$ cat src/pngu_slot_rem.sv
// Bit-serial remainder unit that finds the pixel slot of a column.
`default_nettype none
module pngu_slot_rem #(
  parameter int DIV_W = 13,
  parameter int REM_W = 3
) (
  input  wire logic             clk,
  input  wire logic             rst,
  input  wire logic             start,
  input  wire logic [DIV_W-1:0] dividend,
  input  wire logic [REM_W-1:0] divisor,
  output logic                  busy,
  output logic                  done,
  output logic      [REM_W-1:0] rem
);

  localparam int CNT_W = $clog2(DIV_W + 1);

  logic [CNT_W-1:0] count;
  logic [DIV_W-1:0] quot_bits;
  logic [REM_W:0]   trial;

  assign trial = {rem, quot_bits[DIV_W-1]};

  always_ff @(posedge clk) begin
    if (rst) begin
      busy  <= 1'b0;
      done  <= 1'b0;
      count <= '0;
    end else begin
      done <= 1'b0;
      if (start) begin
        busy  <= 1'b1;
        count <= CNT_W'(DIV_W);
      end else if (busy) begin
        count <= count - CNT_W'(1);
        if (count == CNT_W'(1)) begin
          busy <= 1'b0;
          done <= 1'b1;
        end
      end
    end
  end

  always_ff @(posedge clk) begin
    if (start) begin
      quot_bits <= dividend;
      rem       <= '0;
    end else if (busy) begin
      quot_bits <= quot_bits << 1;
      if (trial >= {1'b0, divisor}) begin
        rem <= REM_W'(trial - {1'b0, divisor});
      end else begin
        rem <= trial[REM_W-1:0];
      end
    end
  end

endmodule
`default_nettype wire

$ cat config.mk
export PLATFORM = sky130hd
export DESIGN_NAME = pngu_slot_rem
export DESIGN_NICKNAME = d
export VERILOG_FILES = /design/src/pngu_slot_rem.sv
export SDC_FILE = /design/constraint.sdc
export NUM_CORES = 1
export LEC_CHECK = 0
export BUFFER_PORTS_ARGS = -buffer_cell sky130_fd_sc_hd__buf_2
export CORE_UTILIZATION = 52
export DETAILED_ROUTE_END_ITERATION = 6
export GPL_TIMING_DRIVEN = 0
export PLACE_DENSITY_LB_ADDON = 0.15
export SYNTH_ARGS = -nofsm -noshare
export SYNTH_HDL_FRONTEND = slang
export SYNTH_SLANG_ARGS = --single-unit
$ cat constraint.sdc
create_clock -name clk -period 1.9 [get_ports clk]
set_input_delay 0.095 -clock clk [delete_from_list [all_inputs] [get_ports clk]]
set_output_delay 0.095 -clock clk [all_outputs]
set_load 0.02 [all_outputs]
==> metrics, run 1 <==
Crit path largest cell delay 0.44 ns; cell taking the most area after synthesis edfxtp_1; Final Hold Viols 0; Core Util, Final 0.663; P&R area growth vs syn 20.6%; R2R Path Start quot_bits[12]; gp weighted congestion 0.839; Reg clk slew, reported paths 0.12 ns; relative slew slack 0.671; VDD IR max 552 uV; area of the multi-input gates 479 um2; Post-synth EDFFs 13; Num CTS Buffers 3; ANT nets after route 0; nets 141; Static Leak 0.550 nW; Die Area 0.00226 mm2; pwr dens 839 mW/mm2; Core Area 0.00196 mm2; Routed WL 1.76 mm; top cells by count, synth edfxtp_1 (13), mux2_2 (12), dfxtp_1 (9), inv_1 (8), ha_1 (5); sequential element share of the synthesized area 0.529; met3 Usage GRT 0.0340; Reg2Reg Setup Slack 0.05 ns; required time of the critical path 2.09 ns; YS warnings 0; vias in the first global route 651; Mapped Nets 112; # fillers 167; RSZ-0062 raised after global routing true; DRC viols 0; antenna violations before repair 0; critical path endpoint category register; number of synthesized register bits 22; Final Max Tran Viols 0; Final Setup Violations 0; clock skew 0.00217 ns; clock sinks 22; hold crit path type in2reg; Clk Latency, worst-skew pair 0.30 ns; DP Cell Count 137; Main synth FF type edfxtp_1; gr usage total 0.174; cell area after synthesis 0.00108 mm2; synth unique cells 26; Die Y 47.5 um; maximum number of pins on one net before global-route repair 15; crit path time final 1.85 ns; final instance area 0.00130 mm2; RR Endpoint rem[2]; FMAX 540 MHz; Non-Filler Instances 142; Synth Instances 87; CP cell instances inv_1 > ha_1 > fa_2 > a21bo_4 > a2111oi_1 > o41ai_1; status finished, final reports clean; First-pass DRT Iterations 4; area share of the largest cell type after synthesis 0.362; Post-DP Area 0.00123 mm2; final setup margin 0.0468 ns; synthesized area per cell 12.4 um2; largest cells by area after synthesis edfxtp_1 (36%), dfxtp_1 (17%), mux2_2 (13%); num rows 16; largest fanout on the critical path 4; Hold EP quot_bits[0]; met2 usage 0.277; 1st-iter DRT viols 14; die width 47.5 um; Setup CP Type reg2reg; clock tree root driver cell clkbuf_4; Power Total 1.09 mW; Ports 24; port bufs 23; CTS tree done; Async SR Flop Fraction 0; final cycle utilization of the critical path 0.975; vias 759; grt ovf 0; Hold Path Origin dividend[0]; first-pass GRT wire length 2.65 mm; pre-CTS setup slack 0.0962 ns; Crit-path slowest cell edfxtp_1; critical path arrival 2.05 ns; max_cap viols 0; worst reg2reg path depth 6; fraction of layout cells with a size suffix above 1 0.409; Seq. cell area 571 um2; busiest grt layer met2; Inserted Diodes 0; DP HPWL 1.30 mm; Hold Crit Depth 2; crit path launch type register; most numerous cell in the Yosys netlist edfxtp_1; Vias/cell 5.35; clk buf depth 2; Initial Util 0.550; worst slew pin tran 0.493 ns; routing usage on met1 0.209; CTS H-tree lvls 1; average wire per standard cell 12.4 um
critical path, delay by kind of cell, from the launching register on:
family          cells  cell delay (ns)
fa+ha+maj           2             0.39
compound gates      3             0.83
flops               1             0.44
buf+inv             1             0.08
logic make-up after synthesis:
family          share of synthesized area
buf+inv                            0.0418
flops                               0.529
simple gates                        0.101
compound gates                      0.102
fa+ha+maj                          0.0766
mux                                 0.125
xor+xnor                           0.0244
registers in the layout (all words and copies together), names as in the netlist:
name and count:
quot_bits 13, busy 1, rem 3, done 1, count 4
worst max path at each step:
| stage | start | endpoint | slack (ns) |
|---|---|---|---|
| final | quot_bits[12] | rem[2] | 0.05 |
| after floorplan | rem[0] | rem[1] | 0.23 |
| after global placement | quot_bits[12] | rem[2] | 0.17 |
| after global routing | quot_bits[12] | rem[2] | -0.03 |
| after detailed placement | quot_bits[12] | rem[2] | 0.1 |
| after CTS | quot_bits[12] | rem[2] | 0.08 |
layout make-up:
class	instances	share of cell area
flip-flops and latches	22	0.438
multi-input cells	54	0.368
repair buffers	24	0.0962
clock buffers	4	0.0365
well taps	27	0.0260
inverters	8	0.0231
plain buffers	3	0.0115
cells in the final DEF, fill, tap and decap left out, drive strengths merged, types with 5 or more instances in the layout:
cell type  instances
buf               26
edfxtp            13
mux2              12
dfxtp              9
inv                8
ha                 5
power by group:
part | internal [mW] | total (mW) | switching [mW]
clock network | 0.161 | 0.303 | 0.142
logic | 0.107 | 0.205 | 0.0985
registers | 0.557 | 0.584 | 0.0264
layer usage:
| metal | vias up | part of all wire |
|---|---|---|
| met5 | - | 0 |
| met4 | 0 | 0.031 |
| met3 | 6 | 0.046 |
| met2 | 20 | 0.48 |
| met1 | 357 | 0.44 |
| li1 | 376 | - |
repair_timing:
item | 4_1_cts | 5_1_grt
resized for setup | 0 | 5
buffers inserted | 0 | 0
hold buffers | 1 | 0
setup endpoints to repair | 0 | 2
hold endpoints to repair | 1 | 0
metrics by stage:
step | setup TNS (ns) | hold slack (ns)
after global placement | 0 | 0.335
after detailed placement | 0 | 0.338
after CTS | 0 | 0.0765
final | 0 | 0.0775
after floorplan | 0 | 0.164
after global routing | -0.0275 | 0.0662
(Power assumes the default switching activity.)
==> run 2: changes to the inputs <==
Settings changed: SETUP_SLACK_MARGIN from default to 0.1.
==> run 2 against run 1 <==
Net effect: wire length is 5.3% higher; clock skew is 0.00071 ns lower; largest power group unchanged; first-iteration DRC count is 36% higher; sequential share of layout area is 2.0 points lower; critical path depth stayed put; non-clock buffer count is 2 higher.
==> metrics, run 2 (synthesis results as in run 1) <==
grt ovf 0 (unchanged); clock skew 0.00146 ns (-0.000710 ns); nets 143 (+1.4%); worst reg2reg path depth 6 (unchanged); DRC viols 0 (unchanged); clock tree root driver cell clkbuf_4; CTS tree done; vias 767 (+1.1%); Final Max Tran Viols 0 (unchanged); Final Hold Viols 0 (unchanged); # fillers 154 (-7.8%); most frequent CP cell a211o_1; Static Leak 0.572 nW (+4.0%); ANT nets after route 0 (unchanged); Routed WL 1.86 mm (+5.3%); Initial Util 0.550 (unchanged); pwr dens 832 mW/mm2 (-0.86%); max FFs per register 13 (unchanged); P&R area growth vs syn 26.6%; Worst Path Buf+Inv 1 (unchanged); Stages on worst setup path 6 (unchanged); maximum number of pins on one net before global-route repair 15 (unchanged); critical path arrival 1.98 ns (-0.07 ns); Critical Path Start quot_bits[12]; crit path time final 1.78 ns (-0.0774 ns); crit-path leading delay family compound AO/OA/AOI/OAI gates; 1st-iter DRT viols 19 (+5); Reg clk slew, reported paths 0.13 ns (about the same); required time of the critical path 2.11 ns (+0.02 ns); critical path endpoint category register; max_cap viols 0 (unchanged); RR Endpoint rem[1]; antenna violations before repair 0 (unchanged); final cycle utilization of the critical path 0.935 (-0.0407); vias in the first global route 651 (unchanged); Vias/cell 5.33 (-0.35%); die width 47.5 um (unchanged); Crit-path slowest cell edfxtp_1; clock sinks 22 (unchanged); CTS H-tree lvls 1 (unchanged); status finished, final reports clean; DP HPWL 1.30 mm (unchanged); first-pass GRT wire length 2.65 mm (unchanged); Hold Crit Depth 2 (unchanged); total negative slack 0 ns (unchanged); FMAX 563 MHz (+4.4%); VDD IR max 587 uV (+6.4%); port bufs 23 (unchanged); Die Area 0.00226 mm2 (unchanged); clk buf depth 2 (unchanged); fraction of layout cells with a size suffix above 1 0.453 (+0.0443); largest fanout on the critical path 4 (unchanged); Setup CP Type reg2reg; Reg2Reg Setup Slack 0.12 ns (+0.08 ns); Clk Latency, worst-skew pair 0.30 ns (about the same); Core Area 0.00196 mm2 (unchanged); Crit path largest cell delay 0.43 ns (about the same); RSZ-0062 raised after global routing true; worst hold slack 0.0766 ns (-0.000893 ns); CP cell instances inv_1 > ha_2 > fa_2 > a21bo_4 > a211o_1 > a211o_1; R2R Path Start quot_bits[12]; Num CTS Buffers 3 (unchanged); relative slew slack 0.657 (-0.0134); Final Setup Violations 0 (unchanged); worst slew pin tran 0.513 ns (+0.0201 ns); gp weighted congestion 0.839 (unchanged); commonest non-fill, non-tap cell in the layout buf_2; Reg with most FFs quot_bits; average wire per standard cell 12.9 um (+3.9%); largest registers quot_bits: 13 flops, count: 4 flops, rem: 3 flops; Critical Path Sink rem[1]; most frequent cells in the layout buf_2 (26), edfxtp_1 (13), mux2_2 (12), dfxtp_1 (9), inv_1 (8); gr usage total 0.174 (unchanged); num rows 16 (unchanged); First-pass DRT Iterations 4 (unchanged); Ports 24 (unchanged); Die Y 47.5 um (unchanged); crit path launch type register; Inserted Diodes 0 (unchanged); hold crit path type in2reg
[run 2: changes by cell type in the layout (fill, tap and decap cells not counted)]
cell	delta
ha_1	-1
ha_2	+1
a2111oi_2	-1
buf_4	+2
o41ai_1	-1
o32ai_2	+1
o32ai_1	-1
o41ai_2	+1
a2111oi_0	-1
a2111oi_4	+2
[run 2: through the flow]
stage	worst slack, ns	cells	util	power, mW	area (um2)
after floorplan	0.229	87	-	0.723	1080
after global placement	0.169	137	0.626	0.774	1230
after detailed placement	0.0962	137	0.626	0.783	1230
after CTS	0.110	142	0.657	1.09	1290
after global routing	0.0695	144	0.696	1.19	1370
final	0.124	144	0.696	1.14	1370
[run 2: cell type report]
class | instances | area (um2) | area share
Buffer | 3 | 15.0 | 0.0110
Clock buffer | 4 | 47.5 | 0.0348
Inverter | 8 | 30.0 | 0.0220
Multi-Input combinational cell | 54 | 528 | 0.387
Sequential cell | 22 | 571 | 0.418
Tap cell | 27 | 33.8 | 0.0247
Timing Repair Buffer | 26 | 140 | 0.103
[run 2: worst min-delay path by stage]
stage                             from            end  slack [ns]
after floorplan                    rst       count[0]        0.16
after global placement             rst       count[3]        0.34
after detailed placement           rst       count[2]        0.34
after CTS                  dividend[8]   quot_bits[8]        0.08
after global routing      dividend[12]  quot_bits[12]        0.07
final                      dividend[0]   quot_bits[0]        0.08
[run 2: power by group]
group          internal [mW]  switching (mW)
combinational          0.129           0.115
sequential             0.557          0.0291
clock                  0.160           0.144
[run 2: repair_timing]
action / 4_1_cts / 5_1_grt
setup endpoints to repair: 1 / 3
endpoints found under the hold margin: 1 / 0
buffers inserted: 0 / 2
pin swaps: 1 / 6
gates resized for setup: 2 / 11
hold buffers: 1 / 0
[run 2: layer usage]
metal,part of all wire,vias to the layer above,track usage
met5,0,-,0
met4,0.012,0,0.128
met3,0.038,2,0.0340
met2,0.51,16,0.277
met1,0.44,369,0.209
li1,-,380,-
[run 2: worst reg2reg max path, stage by stage, from the launching register on]
cell and delay (ns):
edfxtp_1 0.43, inv_1 0.08, ha_2 0.18, fa_2 0.22, a21bo_4 0.26, a211o_1 0.25, a211o_1 0.25
==> run 3: changes to the inputs <==
Settings changed: MAX_ROUTING_LAYER from default to met4.
==> run 3 against run 2 <==
Net effect: flip-flop and latch count unchanged; clock-buffer cell count unchanged; total power about the same; largest cell class unchanged.
==> metrics, run 3 (synthesis results as in run 1) <==
CP cell instances inv_1 > ha_2 > fa_2 > a21bo_4 > a211o_1 > a211o_1; Final Max Tran Viols 0 (unchanged); Hold Crit Depth 2 (unchanged); RR Endpoint rem[1]; Hold EP quot_bits[0]; CTS H-tree lvls 1 (unchanged); Inserted Diodes 0 (unchanged); Static Leak 0.572 nW (unchanged); clk buf depth 2 (unchanged); max FFs per register 13 (unchanged); Reg with most FFs quot_bits; largest fanout on the critical path 4 (unchanged); Final Hold Viols 0 (unchanged); FMAX 563 MHz (about the same); DP Cell Count 137 (unchanged); maximum number of pins on one net before global-route repair 15 (unchanged); clock skew 0.00141 ns (-0.0000520 ns); P&R area growth vs syn 26.6% (unchanged); vias 767 (unchanged); 1st-iter DRT viols 19 (unchanged); die width 47.5 um (unchanged); critical path arrival 1.98 ns (about the same); port bufs 23 (unchanged); antenna violations before repair 0 (unchanged); hold crit path type in2reg; Die Area 0.00226 mm2 (unchanged); Crit-path slowest cell edfxtp_1; Hold Path Origin dividend[0]; Reg power frac 0.517 (about the same); Internal Pwr Total 847 uW (about the same); crit path time final 1.78 ns (-0.00000100 ns); gr usage total 0.179 (+0.00569); grt ovf 0 (unchanged); switch share 0.254 (about the same); first-pass GRT wire length 2.65 mm (unchanged); worst hold slack 0.0767 ns (+0.0000205 ns); max_cap viols 0 (unchanged); clock share of power 0.268 (about the same); First-pass DRT Iterations 4 (unchanged); gp weighted congestion 0.852 (+1.6%); fraction of layout cells with a size suffix above 1 0.453 (unchanged); Vias/cell 5.33 (unchanged); Num CTS Buffers 3 (unchanged); vias in the first global route 651 (unchanged); commonest non-fill, non-tap cell in the layout buf_2; Ports 24 (unchanged); Worst Path Buf+Inv 1 (unchanged); relative slew slack 0.657 (about the same); final cycle utilization of the critical path 0.935 (about the same); Die Y 47.5 um (unchanged); nets 143 (unchanged); DRC viols 0 (unchanged); Clk Latency, worst-skew pair 0.30 ns (about the same); most frequent cells in the layout buf_2 (26), edfxtp_1 (13), mux2_2 (12), dfxtp_1 (9), inv_1 (8); ANT nets after route 0 (unchanged); Gate power share 0.215 (about the same); Non-Filler Instances 144 (unchanged); R2R Path Start quot_bits[12]; Core Util, Final 0.696 (unchanged); critical path endpoint category register; pwr dens 832 mW/mm2 (about the same); worst reg2reg path depth 6 (unchanged); average wire per standard cell 12.9 um (about the same); Final Setup Violations 0 (unchanged); RSZ-0062 raised after global routing true; status finished, final reports clean; largest registers quot_bits: 13 flops, count: 4 flops, rem: 3 flops; crit-path leading delay family compound AO/OA/AOI/OAI gates; Psw 288 uW (about the same); Reg clk slew, reported paths 0.13 ns (about the same); crit path launch type register; Setup CP Type reg2reg; Initial Util 0.550 (unchanged); Reg2Reg Setup Slack 0.12 ns (about the same); required time of the critical path 2.11 ns (about the same); Routed WL 1.86 mm (about the same); clock sinks 22 (unchanged); clock tree root driver cell clkbuf_4; Crit path largest cell delay 0.43 ns (about the same); total negative slack 0 ns (unchanged); Core Area 0.00196 mm2 (unchanged); CTS tree done; worst slew pin tran 0.514 ns (+0.0000768 ns); num rows 16 (unchanged); most frequent CP cell a211o_1; DP HPWL 1.30 mm (unchanged); VDD IR max 587 uV (about the same)
[run 3: cell counts in the layout (fill, tap and decap cells not counted)]
No cell type changed its count.
[run 3: what timing repair did]
item                       4_1_cts  5_1_grt
hold endpoints to repair         1        0
setup endpoints to repair        1        3
buffers inserted                 0        2
resized for setup                2       11
pin swaps                        1        6
hold buffers                     1        0
[run 3: metrics by stage]
stage	power [mW]	setup slack, ns	instance area (um2)
floorplan	0.723	0.229	1080
finish	1.14	0.124	1370
CTS	1.09	0.110	1290
global route	1.19	0.0695	1370
global placement	0.774	0.169	1230
detailed placement	0.783	0.0962	1230
[run 3: metal layers]
metal,GRT usage,wire (um),vias up
met4,0.128,23,0
li1,-,-,380
met5,-,0,-
met2,0.277,947,16
met3,0.0264,58,2
met1,0.214,829,369
[run 3: cell type report]
cell class	count	area, um2
multi-input cells	54	528
clock buffers	4	47.5
inverters	8	30.0
plain buffers	3	15.0
flip-flops and latches	22	571
well taps	27	33.8
repair buffers	26	140
fillers	154	597
[run 3: how the worst max path moves through the flow]
stage                     slack, ns  cells after the start  endpoint     startpoint
final                          0.12                      6    rem[1]  quot_bits[12]
after global routing           0.07                      6    rem[0]  quot_bits[12]
after CTS                      0.11                      6    rem[0]  quot_bits[12]
after detailed placement        0.1                      6    rem[2]  quot_bits[12]
after global placement         0.17                      6    rem[2]  quot_bits[12]
after floorplan                0.23                      5    rem[1]         rem[0]
[run 3: power by group through the flow]
stage          Clock [mW]  Sequential, mW  Combinational, mW
2_1_floorplan           0           0.597              0.126
3_3_place_gp            0           0.592              0.182
3_5_place_dp            0           0.594              0.189
4_1_cts             0.308           0.584              0.194
5_1_grt             0.327           0.593              0.268
6_report            0.305           0.587              0.244
